## src/design/scpr_pkg.sv

```systemverilog
`default_nettype none

package scpr_pkg;

    // Width of every level, fill and history sample.
    localparam int LevelW = 7;

    // Item kinds.
    localparam logic CmdPush  = 1'b0;
    localparam logic CmdPixel = 1'b1;

    // Full scale of all levels and the motion floor below which the graph
    // falls back to half the RSSI fill.
    localparam logic [LevelW-1:0] FullScale  = 7'd100;
    localparam logic [LevelW-1:0] MinVisible = 7'd2;

    // Gains applied to the Q8.8 motion and presence inputs.
    localparam logic [4:0] MotionGain   = 5'd18;
    localparam logic [2:0] PresenceGain = 3'd6;

    // RSSI fill is (rssi + 100) * 100 / 60 = (rssi + 100) * 5 / 3.
    localparam logic [7:0] RssiOffset = 8'd100;
    localparam logic [7:0] RssiSpan   = 8'd60;
    localparam logic [3:0] RssiNum    = 4'd5;

    // Division by three as a multiply by 171 and a shift by 9. Exact for
    // every dividend below 512.
    localparam logic [7:0] RecipThird = 8'd171;
    localparam int         RecipShift = 9;

    // Rows taken by the battery bar at the top and the RSSI bar at the bottom.
    localparam int BandTop    = 8;
    localparam int BandBottom = 8;

    // Levels produced by one push.
    typedef struct packed {
        logic [LevelW-1:0] graph;
        logic [LevelW-1:0] motion;
        logic [LevelW-1:0] rssi;
        logic [LevelW-1:0] battery;
    } levels_t;

    // Saturate a non-negative value at full scale.
    function automatic logic [LevelW-1:0] sat_level(input logic [11:0] v);
        logic [LevelW-1:0] r;
        if (v > 12'(FullScale))
            r = FullScale;
        else
            r = v[LevelW-1:0];
        return r;
    endfunction

endpackage

`default_nettype wire

```

## src/design/scpr_levels.sv

```systemverilog
`default_nettype none

module scpr_levels (
    input  logic signed [15:0]   motion_q,
    input  logic signed [15:0]   presence_q,
    input  logic signed [7:0]    rssi_dbm,
    input  logic                 vitals_ok,
    input  logic [6:0]           battery_percent,
    input  logic                 batt_ok,
    output scpr_pkg::levels_t    levels
);
    import scpr_pkg::*;

    logic              me_pos;
    logic              ps_pos;
    logic [19:0]       me_prod;
    logic [17:0]       ps_prod;
    logic [LevelW-1:0] motion_me;
    logic [LevelW-1:0] motion_v;
    logic [LevelW-1:0] motion;
    logic signed [8:0] rs;
    logic [8:0]        rs_x5;
    logic [15:0]       rs_div;
    logic [LevelW-1:0] rfill_v;
    logic [LevelW-1:0] rfill;
    logic [LevelW-1:0] batt;

    // Motion from energy; positive products shifted right truncate toward zero.
    assign me_pos  = !motion_q[15] && (motion_q != 16'sd0);
    assign ps_pos  = !presence_q[15] && (presence_q != 16'sd0);
    assign me_prod = 20'(motion_q[14:0]) * 20'(MotionGain);
    assign ps_prod = 18'(presence_q[14:0]) * 18'(PresenceGain);

    assign motion_me = me_pos ? sat_level(me_prod[19:8]) : '0;

    // Presence takes over when the motion is too weak to show.
    assign motion_v = (motion_me < MinVisible && ps_pos) ?
                      sat_level(12'(ps_prod[17:8])) : motion_me;
    assign motion   = vitals_ok ? motion_v : '0;

    // RSSI fill: zero at or below -100 dBm, full at -40 dBm and above.
    assign rs     = {rssi_dbm[7], rssi_dbm} + $signed({1'b0, RssiOffset});
    assign rs_x5  = 9'(rs[5:0]) * 9'(RssiNum);
    assign rs_div = (16'(rs_x5) * 16'(RecipThird)) >> RecipShift;

    always_comb
    begin
        if (rs[8] || rs == 9'sd0)
            rfill_v = '0;
        else if (rs[7:0] >= RssiSpan)
            rfill_v = FullScale;
        else
            rfill_v = rs_div[LevelW-1:0];
    end

    assign rfill = vitals_ok ? rfill_v : '0;

    // Battery fill, saturated at full scale.
    always_comb
    begin
        if (!batt_ok)
            batt = '0;
        else if (battery_percent > FullScale)
            batt = FullScale;
        else
            batt = battery_percent;
    end

    // Graph shows half the RSSI fill when motion is weak.
    assign levels.graph   = (motion < MinVisible) ? (rfill >> 1) : motion;
    assign levels.motion  = motion;
    assign levels.rssi    = rfill;
    assign levels.battery = batt;

endmodule

`default_nettype wire

```

## src/design/scpr_history.sv

```systemverilog
`default_nettype none

module scpr_history #(
    parameter int WIDTH = 256
) (
    input  logic                        clk,
    input  logic                        rst_n,
    input  logic                        push,
    input  logic                        rd_en,
    input  logic [7:0]                  pixel_x,
    input  logic                        wr_en,
    input  logic [$clog2(WIDTH)-1:0]    wr_addr,
    input  logic [scpr_pkg::LevelW-1:0] wr_data,
    output logic [$clog2(WIDTH)-1:0]    head,
    output logic [scpr_pkg::LevelW-1:0] sample
);
    import scpr_pkg::*;

    localparam int AW = $clog2(WIDTH);
    localparam int FW = $clog2(WIDTH + 1);
    localparam int SW = ((AW > 8) ? AW : 8) + 1;

    logic [LevelW-1:0] mem [WIDTH];
    logic [LevelW-1:0] rd_reg;
    logic [LevelW-1:0] fwd_reg;
    logic              hit_reg;
    logic              valid_reg;
    logic [AW-1:0]     head_reg;
    logic [AW-1:0]     head_next;
    logic [FW-1:0]     fill_reg;
    logic [FW-1:0]     fill_next;
    logic [SW-1:0]     sum;
    logic [SW-1:0]     idx_full;
    logic [AW-1:0]     rd_addr;
    logic              rd_hit;
    logic              rd_valid;

    // Ring pointer and count of entries written since reset. Writes go in
    // order from entry zero, so entries below the count hold data and the
    // rest still read as zero.
    assign head_next = (head_reg == AW'(WIDTH - 1)) ? '0 : head_reg + AW'(1);
    assign fill_next = (fill_reg == FW'(WIDTH)) ? fill_reg : fill_reg + FW'(1);

    // Oldest sample sits at the left column. Columns outside the panel give
    // a wrong index, but their pixel is dark anyway.
    assign sum      = SW'(head_reg) + SW'(pixel_x);
    assign idx_full = (sum >= SW'(WIDTH)) ? sum - SW'(WIDTH) : sum;
    assign rd_addr  = idx_full[AW-1:0];
    assign rd_hit   = wr_en && (wr_addr == rd_addr);
    assign rd_valid = FW'(rd_addr) < fill_reg;

    always_ff @(posedge clk or negedge rst_n)
    begin
        if (!rst_n)
        begin
            head_reg  <= '0;
            fill_reg  <= '0;
            hit_reg   <= 1'b0;
            valid_reg <= 1'b0;
        end
        else
        begin
            if (push)
            begin
                head_reg <= head_next;
                fill_reg <= fill_next;
            end
            if (rd_en)
            begin
                hit_reg   <= rd_hit;
                valid_reg <= rd_valid;
            end
        end
    end

    // Sample memory with one write and one registered read port.
    always_ff @(posedge clk)
    begin
        if (wr_en)
            mem[wr_addr] <= wr_data;
        if (rd_en)
            rd_reg <= mem[rd_addr];
    end

    // A push that retires on the read edge is forwarded past the memory.
    always_ff @(posedge clk)
    begin
        if (rd_en)
            fwd_reg <= wr_data;
    end

    assign head   = head_reg;
    assign sample = !valid_reg ? '0 : (hit_reg ? fwd_reg : rd_reg);

endmodule

`default_nettype wire

```

## src/design/scpr_pixel.sv

```systemverilog
`default_nettype none

module scpr_pixel #(
    parameter int WIDTH  = 256,
    parameter int HEIGHT = 128
) (
    input  logic [7:0]                  pixel_x,
    input  logic [6:0]                  pixel_y,
    input  logic [scpr_pkg::LevelW-1:0] sample,
    input  logic [scpr_pkg::LevelW-1:0] battery_bar,
    input  logic [scpr_pkg::LevelW-1:0] rssi_bar,
    output logic                        pixel_on
);
    import scpr_pkg::*;

    localparam int BarW  = $clog2(100 * (WIDTH + 256) + 1);
    localparam int PlotW = $clog2(100 * HEIGHT + 1);
    localparam int YW    = $clog2(HEIGHT + 128);

    logic              in_panel;
    logic              top_band;
    logic              bot_band;
    logic [LevelW-1:0] fill;
    logic [BarW-1:0]   bar_lhs;
    logic [BarW-1:0]   bar_rhs;
    logic              bar_on;
    logic [YW-1:0]     thr;
    logic [PlotW-1:0]  plot_lhs;
    logic [PlotW-1:0]  plot_rhs;
    logic              plot_on;

    // Band decode.
    assign in_panel = (BarW'(pixel_x) < BarW'(WIDTH)) && (YW'(pixel_y) < YW'(HEIGHT));
    assign top_band = YW'(pixel_y) < YW'(BandTop);
    assign bot_band = YW'(pixel_y) >= YW'(HEIGHT - BandBottom);

    // Bars: x < fill * WIDTH / 100 is the same as (x + 1) * 100 <= fill * WIDTH.
    assign fill    = top_band ? battery_bar : rssi_bar;
    assign bar_lhs = (BarW'(pixel_x) + BarW'(1)) * BarW'(FullScale);
    assign bar_rhs = BarW'(fill) * BarW'(WIDTH);
    assign bar_on  = bar_lhs <= bar_rhs;

    // Plot: sample * plot height / 100 >= rows above the plot bottom, with
    // the division moved to the other side.
    assign thr      = YW'(HEIGHT - BandBottom) - YW'(pixel_y);
    assign plot_lhs = PlotW'(sample) * PlotW'(HEIGHT - BandTop - BandBottom);
    assign plot_rhs = PlotW'(FullScale) * PlotW'(thr);
    assign plot_on  = plot_lhs >= plot_rhs;

    assign pixel_on = in_panel && ((top_band || bot_band) ? bar_on : plot_on);

endmodule

`default_nettype wire

```

## src/design/strip_chart_pixel_renderer_core.sv

```systemverilog
`default_nettype none

// Channel  Handshake            Beat contents
// -------  -------------------  --------------------------------------------------
// in       in_valid / in_ready  cmd, readings (push) or pixel_x, pixel_y (pixel)
// out      out_valid/out_ready  pixel_on, graph_value, motion_level, rssi_level,
//                               battery_level
//
// One beat is accepted every cycle while in_ready is high; its result is on
// out once it has passed the input register into the result register. A pixel
// beat's history read is issued on its accept edge from the single memory read
// port.
// Reset clears the history, ring pointer and bars at once; no start-up sweep.
// A stall on out holds both registers; in_ready drops only when both are full.
module strip_chart_pixel_renderer_core #(
    parameter int WIDTH  = 256,
    parameter int HEIGHT = 128
) (
    input  logic                        clk,
    input  logic                        rst_n,
    input  logic                        in_valid,
    output logic                        in_ready,
    input  logic                        cmd,
    input  logic signed [15:0]          motion_q,
    input  logic signed [15:0]          presence_q,
    input  logic signed [7:0]           rssi_dbm,
    input  logic                        vitals_ok,
    input  logic [6:0]                  battery_percent,
    input  logic                        batt_ok,
    input  logic [7:0]                  pixel_x,
    input  logic [6:0]                  pixel_y,
    output logic                        out_valid,
    input  logic                        out_ready,
    output logic                        pixel_on,
    output logic [6:0]                  graph_value,
    output logic [6:0]                  motion_level,
    output logic [6:0]                  rssi_level,
    output logic [6:0]                  battery_level
);
    import scpr_pkg::*;

    localparam int AW = $clog2(WIDTH);

    typedef struct packed {
        logic               cmd;
        logic signed [15:0] me;
        logic signed [15:0] ps;
        logic signed [7:0]  rssi;
        logic               vit;
        logic [6:0]         batt;
        logic               hb;
        logic [7:0]         x;
        logic [6:0]         y;
        logic [AW-1:0]      waddr;
    } item_t;

    item_t             s1_reg;
    item_t             s1_next;
    logic              s1_valid_reg;
    logic              s1_valid_next;
    logic              s1_move;
    logic              in_fire;
    logic              push_fire;
    logic              pix_fire;
    logic              wr_en;
    logic [AW-1:0]     head;
    logic [LevelW-1:0] sample;
    logic              pix_on;
    levels_t           lv;
    logic [LevelW-1:0] batt_bar_reg;
    logic [LevelW-1:0] rssi_bar_reg;
    logic              out_valid_reg;
    logic              out_valid_next;
    logic              pixel_on_reg;
    levels_t           out_lv_reg;

    // Handshake: the input register refills whenever it empties into the
    // result register.
    assign s1_move   = s1_valid_reg && (!out_valid_reg || out_ready);
    assign in_ready  = !s1_valid_reg || s1_move;
    assign in_fire   = in_valid && in_ready;
    assign push_fire = in_fire && (cmd == CmdPush);
    assign pix_fire  = in_fire && (cmd == CmdPixel);
    assign wr_en     = s1_move && (s1_reg.cmd == CmdPush);

    // Input register contents.
    always_comb
    begin
        s1_next.cmd   = cmd;
        s1_next.me    = motion_q;
        s1_next.ps    = presence_q;
        s1_next.rssi  = rssi_dbm;
        s1_next.vit   = vitals_ok;
        s1_next.batt  = battery_percent;
        s1_next.hb    = batt_ok;
        s1_next.x     = pixel_x;
        s1_next.y     = pixel_y;
        s1_next.waddr = head;
    end

    assign s1_valid_next  = in_fire ? 1'b1 : (s1_move ? 1'b0 : s1_valid_reg);
    assign out_valid_next = s1_move ? 1'b1 : (out_ready ? 1'b0 : out_valid_reg);

    always_ff @(posedge clk or negedge rst_n)
    begin
        if (!rst_n)
        begin
            s1_valid_reg  <= 1'b0;
            out_valid_reg <= 1'b0;
            batt_bar_reg  <= '0;
            rssi_bar_reg  <= '0;
        end
        else
        begin
            s1_valid_reg  <= s1_valid_next;
            out_valid_reg <= out_valid_next;
            // Bars change as a push retires, ahead of any later pixel beat.
            if (wr_en)
            begin
                batt_bar_reg <= lv.battery;
                rssi_bar_reg <= lv.rssi;
            end
        end
    end

    // Payload registers.
    always_ff @(posedge clk)
    begin
        if (in_fire)
            s1_reg <= s1_next;
        if (s1_move)
        begin
            if (s1_reg.cmd == CmdPush)
            begin
                pixel_on_reg <= 1'b0;
                out_lv_reg   <= lv;
            end
            else
            begin
                pixel_on_reg <= pix_on;
                out_lv_reg   <= '0;
            end
        end
    end

    // Level arithmetic for a push.
    scpr_levels u_levels (
        .motion_q        (s1_reg.me),
        .presence_q      (s1_reg.ps),
        .rssi_dbm        (s1_reg.rssi),
        .vitals_ok       (s1_reg.vit),
        .battery_percent (s1_reg.batt),
        .batt_ok         (s1_reg.hb),
        .levels          (lv)
    );

    // History ring.
    scpr_history #(
        .WIDTH (WIDTH)
    ) u_history (
        .clk     (clk),
        .rst_n   (rst_n),
        .push    (push_fire),
        .rd_en   (pix_fire),
        .pixel_x (pixel_x),
        .wr_en   (wr_en),
        .wr_addr (s1_reg.waddr),
        .wr_data (lv.graph),
        .head    (head),
        .sample  (sample)
    );

    // Pixel decision for a pixel beat.
    scpr_pixel #(
        .WIDTH  (WIDTH),
        .HEIGHT (HEIGHT)
    ) u_pixel (
        .pixel_x     (s1_reg.x),
        .pixel_y     (s1_reg.y),
        .sample      (sample),
        .battery_bar (batt_bar_reg),
        .rssi_bar    (rssi_bar_reg),
        .pixel_on    (pix_on)
    );

    assign out_valid     = out_valid_reg;
    assign pixel_on      = pixel_on_reg;
    assign graph_value   = out_lv_reg.graph;
    assign motion_level  = out_lv_reg.motion;
    assign rssi_level    = out_lv_reg.rssi;
    assign battery_level = out_lv_reg.battery;

endmodule

`default_nettype wire
```

## config.mk

```make
export PLATFORM = sky130hd
export DESIGN_NAME = strip_chart_pixel_renderer_core
export DESIGN_NICKNAME = d
export VERILOG_FILES = /design/src/design/scpr_pkg.sv /design/src/design/scpr_levels.sv /design/src/design/scpr_history.sv /design/src/design/scpr_pixel.sv /design/src/design/strip_chart_pixel_renderer_core.sv
export SDC_FILE = /design/constraint.sdc
export NUM_CORES = 2
export LEC_CHECK = 0
export BUFFER_PORTS_ARGS = -buffer_cell sky130_fd_sc_hd__buf_4
export CAP_MARGIN = 20
export CORE_ASPECT_RATIO = 0.6
export CORE_MARGIN = 3
export CORE_UTILIZATION = 45
export CTS_BUF_LIST = sky130_fd_sc_hd__clkbuf_16
export DETAILED_ROUTE_END_ITERATION = 6
export GPL_ROUTABILITY_DRIVEN = 1
export GPL_TIMING_DRIVEN = 0
export PLACE_DENSITY = 0.62
export SYNTH_ARGS = -nofsm -noshare
export SYNTH_HDL_FRONTEND = slang
export SYNTH_SLANG_ARGS = --single-unit
```

## constraint.sdc

```tcl
create_clock -name clk -period 24.1 [get_ports clk]
set_input_delay 3.615 -clock clk [delete_from_list [all_inputs] [get_ports clk]]
set_output_delay 3.615 -clock clk [all_outputs]
set_load 0.05 [all_outputs]
```

* Word-level counts from Yosys, hierarchy flattened *
Memory sizes are Yosys's and may differ from the RTL's. A register that Yosys moved wholly into a read port is not among the register bits.
Cells that the tools add are included.

word-level totals
  input bits = 69
  memories = 1
  logic and storage cells = 103
  output and inout port bits = 31
  bits in registers = 144
  bits in writable memories = 1792

operators by class
  multiply operators = 7
  bitwise logic cells = 3
  equality and inequality tests = 3
  $lt $le $gt $ge = 12
  add/subtract/negate cells = 7
  reductions and logical operators = 23
  multiplexer cells = 23

memories
  memory         words  width  read ports  clocked after memory_dff  write ports  line                RTL
  u_history.mem  256    7      1           1                         1            scpr_history.sv:23  logic [LevelW-1:0] mem [WIDTH];

operators with widths
  kind                                                  count
  2-to-1 mux 7 bit                                      14
  nonzero test 16 bit                                   2
  multiplier 15 x 4 -> 19 bit (second input constant)   1
  multiplier 15 x 2 -> 17 bit (second input constant)   1
  less-or-equal comparator 16 x 15 -> 1 bit             1
  multiplier 16 x 5 -> 14 bit (second input constant)   1
  multiplier 9 x 8 -> 16 bit (second input constant)    1
  2-to-1 mux 8 bit                                      2
  >= comparator 14 bit                                  1
  < comparator 7 x 2 -> 1 bit (second input constant)   2
  > comparator 12 x 7 -> 1 bit (second input constant)  1
  multiplier 5 x 8 -> 12 bit (first input constant)     1
  > comparator 10 x 7 -> 1 bit (second input constant)  1
  multiplier 7 x 3 -> 10 bit (second input constant)    1
  adder 8 x 1 -> 9 bit (second input constant)          1
  adder 8 x 8 -> 9 bit                                  1
  adder 8 x 8 -> 9 bit (second input constant)          1
  adder 9 x 1 -> 9 bit (second input constant)          1
  == test 9 bit (second input constant)                 1
  >= comparator 9 bit (second input constant)           1
  logical AND 1 bit                                     9
  zero test 9 bit                                       1
  < comparator 8 x 9 -> 1 bit                           1
  multiplier 6 x 3 -> 9 bit (second input constant)     1
  15 further kinds                                      30

* Depth between registers and ports, before layout *
  depth after elaboration = 10
  gate-level depth with buffers = 23
  mapped depth without buffers = 23

* Hierarchy *
From an unflattened synthesis, not the netlist that was laid out.

unflattened totals
  cell total of the unflattened synthesis = 4119
  area, all modules = 81525.7 µm²

by module, submodules not included
  module                           instances  area an instance (µm²)  cells each  seq. area each (µm²)
  scpr_history                     1          71686.3                 3236        54707.5
  strip_chart_pixel_renderer_core  1          3942.5                  175         3463.3
  scpr_levels                      1          3388.2                  422         0.0
  scpr_pixel                       1          2508.7                  286         0.0

* Least setup slack after synthesis *
OpenSTA, ideal clock, no wires.

  path type = flip-flop to flip-flop
  start point = register s1_reg[63] (netlist name)
  end point = register u_history.fwd_reg[0], data pin
  buffers on the path = 1
  data required time = 22459 ps
  data arrival time = 16256 ps
  stages on the path, launching flop included = 13
  slack = 6203 ps
  setup time = 1641 ps
  clock period less this slack = 17897 ps
  cells stage by stage = edfxtp_1 -> ha_1 -> ha_1 -> buf_6 -> a211o_1 -> a221o_1 -> a21o_4 -> a221oi_4 -> nand4_1 -> a221oi_2 -> a2111oi_4 -> nand3_2 -> mux2i_1

RTL lines
  what                    line                                    RTL
  start, declared         strip_chart_pixel_renderer_core.sv:57   item_t s1_reg;
  start signal, assigned  strip_chart_pixel_renderer_core.sv:130  s1_reg <= s1_next;
  end signal, assigned    scpr_history.sv:89                      fwd_reg <= wr_data;
  end, declared           scpr_history.sv:25                      logic [LevelW-1:0] fwd_reg;

* Worst setup path after layout *
  start point = input port pixel_x[0]
  end point = register u_history.rd_reg[6] (read register of u_history.mem), data pin

on the way
  cells in the longest elaborated chain, start to end = 3
  elaborated cells between the ends (all ways) = 4
  those cells by class = add/sub: 2; order compare: 1; mux: 1

RTL lines
  what                                                                     line                                   RTL
  start, declared                                                          strip_chart_pixel_renderer_core.sv:30  input logic [7:0] pixel_x,
  adder 8 x 8 -> 9 bit (*)                                                 scpr_history.sv:46                     assign sum = SW'(head_reg) + SW'(pixel_x);
  subtractor 8 x 1 -> 8 bit / >= comparator 9 bit (equally long branches)  scpr_history.sv:47                     assign idx_full = (sum >= SW'(WIDTH)) ? sum - SW'(WIDTH) : sum;
  2-to-1 mux 8 bit (*)                                                     scpr_history.sv:47
  end, declared                                                            scpr_history.sv:24                     logic [LevelW-1:0] rd_reg;

Every way passes the cells marked *; elsewhere a longest branch is shown, timed or not.
A chain may end at the register's enable or synchronous reset.

==> run_results.csv <==
group,metric,value,unit
outcome,outcome,"finished, final reports clean",
layout,synthToLayoutAreaGrowth,13.52,%
critical_path,rr_worst_depth,25,
logic_synthesis,synth-seq-cells,1943,
clocking,post_cts_buffers,0,
clocking,cts_buffers,178,
logic_synthesis,synth-async-reset-ratio,1.801,%
power,vdd_drop_max,0.07135,mV
logic_synthesis,synth_fp_nets,4233,
sta,fin_crit_sh,35.42,%
logic_synthesis,synthAdderAreaFrac,3.850,%
logic_synthesis,synthMuxAreaShare,16.82,%
critical_path,start_kind,"input pin",
logic_synthesis,yosysTopAreaCell,"edfxtp_1",
sta,post-route-min-period,8.536,ns
route,first_iter_violations,5986,
logic_synthesis,ys_types,88,
critical_path,cp_top_family,"buffers and inverters",
critical_path,cp_slowest_cell,"clkbuf_1",
power,p_int,0.007592,W
global_routing,grt_overflow_total,0,
critical_path,r2r-end,"u_history.mem[180][4]",
logic_synthesis,synth.area.top_cells,"edfxtp_1 71%, mux4_2 17%, ha_1 3.1%, nor2_1 1.5%, dfrtp_1 1.1%",
run,maxCapViolations,0,
global_routing,grt_max_degree,72,
die,start_util,45.71,%
sta,rsz0062_at_grt,"no",
logic_synthesis,synth_compound_area_share,1.919,%
min_path,hold_start,"u_history.fill_reg[6]",
logic_synthesis,synth-simple-area-share,3.116,%
layout,fillers,13707,
clocking,cts-root-buf,"clkbuf_16",
logic_synthesis,synth_area,0.08091,mm2
logic_synthesis,yosys.area_share.xor_xnor,0.9742,%
placement,hpwl,150800,um
layout,drive_gt1_share,25.46,%
critical_path,critPathKind,"in -> reg",
placement,dp_slack,14.84,ns
sta,finalHoldViolCount,0,
sta,tightest_slew,1.262,ns
clocking,cts_resized,0,
power,totalPowerFinal,0.01184,W
sta,clock.fmax,117.1,MHz
global_routing,grt_pass1_wl,303500,um
clocking,cts_hold_buf,0,
min_path,worst_hold_path_type,"reg -> reg",
sta,skew,0.08292,ns
power,combPwrFrac,43.1,%
global_routing,first_global_vias,40453,
layout,largest_register_ffs,1792,
min_path,hold_path_end,"u_history.fill_reg[6]",
critical_path,cp-end-kind,"flop",
logic_synthesis,synth_top_area_share,70.81,%
power,clkPwrFrac,23.3,%
critical_path,critical_path.max_stage_delay,0.95,ns
placement,io_buffers,99,
sta,layout_setup_ws,15.56,ns
route,ant_nets,0,
critical_path,worst_ep_required_time,24.61,ns
critical_path,regToRegSetupSlack,15.73,ns
route,wl_per_cell,31.44,um
critical_path,reg2reg_from,"s1_reg[34]",
global_routing,antenna_found_initial,17,
die,io-pin-count,100,
critical_path,path_cells,"buf_4 -> ha_1 -> fa_1 -> clkbuf_1 -> clkbuf_1 -> clkbuf_1 -> mux4_2 -> mux4_2 -> mux4_2 -> mux4_2",
critical_path,crit_buf_inv,4,
layout,finish.net_count,4594,
layout,final_util,51.88,%
clocking,cts.sinks,1943,
die,dieHeight,334.5,um
route,routed_wl,213700,um
layout,design_area,0.09185,mm2
clocking,cts_tree,"built",
power,power.density,128.9,mW/mm2
global_routing,grt.total_usage,22.95,%
die,die_width,553.4,um
logic_synthesis,avgSynthCellArea,20.57,um2
min_path,whs_path_depth,1,
placement,place.gp.congestion,0.8489,
critical_path,crit_top_cell,"mux4_2",
logic_synthesis,yosysSeqAreaShare,71.89,%
route,via_count,41652,
placement,dpl_cell_area,0.08610,mm2
route,dr.pass1.iters,5,
clocking,clockBufferDepth,4,
logic_synthesis,synth_top_family_by_area,"multiplexers",
power,switching_share,35.88,%
sta,slew_headroom,15.85,%
power,p_leak,30.34,nW
sta,setup_tns,0,ns
die,dieArea,0.1851,mm2
route,route.detailed.drc,0,
critical_path,path_max_fanout,10,
sta,slew_violations,0,
die,core_area,0.1770,mm2
logic_synthesis,synthCells,3933,
sta,setup_viol_count_final,0,
logic_synthesis,synth_edf_count,1908,
power,seq_power_share,33.6,%
logic_synthesis,synth_top_flop_cell,"edfxtp_1",
clocking,path_clk_slew,0.06,ns
clocking,htreeDepth,4,
die,fp-row-count,119,
clocking,clock_latency,0.84,ns
logic_synthesis,ys_warn_count,0,
critical_path,cp.arrival,9.05,ns
power,power.switching,0.004248,W
route,via_per_inst,6.126,
-- worst max-delay path by stage --
| stage | startpoint | to | slack, ns | cells past startpoint |
|---|---|---|---|---|
| 3_3_place_gp | s1_reg[61] | u_history.mem[156][0] | -9.66 | 11 |
| 4_1_cts | pixel_x[0] | u_history.rd_reg[4] | 15.64 | 10 |
| 3_5_place_dp | pixel_x[0] | u_history.rd_reg[4] | 14.84 | 10 |
| 2_1_floorplan | s1_reg[63] | u_history.fwd_reg[0] | 6.20 | 12 |
| 5_1_grt | s1_reg[34] | u_history.mem[178][4] | 15.32 | 25 |
| 6_report | pixel_x[0] | u_history.rd_reg[6] | 15.56 | 10 |
-- cells in the mapped netlist, types with 7 or more instances --
| master | count |
|---|---|
| a211o_1 | 7 |
| a21o_1 | 24 |
| a21oi_1 | 55 |
| and2_1 | 8 |
| and3_1 | 12 |
| buf_1 | 11 |
| buf_2 | 44 |
| clkbuf_1 | 122 |
| dfrtp_1 | 35 |
| edfxtp_1 | 1908 |
| fa_1 | 30 |
| ha_1 | 201 |
| inv_1 | 108 |
| mux2i_1 | 15 |
| mux4_2 | 595 |
| nand2_1 | 81 |
| nand2b_1 | 11 |
| nand3_1 | 32 |
| nand4_1 | 17 |
| nor2_1 | 313 |
| nor2b_1 | 20 |
| nor3_1 | 17 |
| nor4_1 | 9 |
| o21a_1 | 11 |
| o21ai_0 | 34 |
| o21bai_1 | 15 |
| xnor2_1 | 59 |
| xor2_1 | 31 |
-- routing by layer --
layer	track usage (%)	wire length, um
met5	0	33
met4	3.687	2883
met3	9.071	30370
met2	29.07	84390
met1	37.33	96060
-- per-stage QoR --
step / instances / hold WS, ns
floorplan: 3933 / 0.4385
global route: 6790 / 0.5141
finish: 6799 / 0.4745
global placement: 6391 / 0.4546
detailed placement: 6459 / 0.4634
CTS: 6776 / 0.4784
-- placed cells by master, fill, tap and decap left out, types with 32 or more instances in the layout --
cell,Yosys,layout
edfxtp_1,1908,1908
mux4_2,595,595
nor2_1,313,313
ha_1,201,201
clkbuf_16,0,181
inv_1,108,151
clkbuf_1,122,106
buf_4,1,102
nand2_1,81,80
xnor2_1,59,57
a21oi_1,55,55
buf_2,44,44
clkinv_1,0,38
dfrtp_1,35,35
nand3_1,32,32
-- cell type report --
| type | count | area, um2 | share of cell area, % |
|---|---|---|---|
| multi-input combinational | 1702 | 21690 | 23.61 |
| tap | 2359 | 2952 | 3.213 |
| antenna | 9 | 22.52 | 0.02452 |
| inverter | 108 | 407.9 | 0.4441 |
| sequential | 1943 | 58170 | 63.33 |
| clock inverter | 136 | 992.2 | 1.080 |
| timing repair buffer | 181 | 2318 | 2.524 |
| clock buffer | 181 | 4529 | 4.931 |
| buffer | 180 | 769.5 | 0.8377 |
-- logic make-up (layout without fill, tap and decap cells) --
family / Yosys count / in the layout
other: 0 / 9
buffers and inverters: 288 / 786
AOI/OAI and AO/OA: 210 / 210
muxes: 615 / 615
DFF: 1943 / 1943
and+or+nand+nor: 556 / 556
adders and majority gates: 231 / 231
xor gates and xnor gates: 90 / 90
-- power groups by stage --
stage               Combinational [W]  Clock (W)  Sequential (W)
global route                  0.00535    0.00293         0.00398
detailed placement            0.00499          0         0.00405
global placement              0.00479          0         0.00433
CTS                           0.00502    0.00279         0.00398
floorplan                     0.00296          0         0.00419
finish                        0.00511    0.00276         0.00398
No activity file was read; power rests on OpenSTA's default activity.
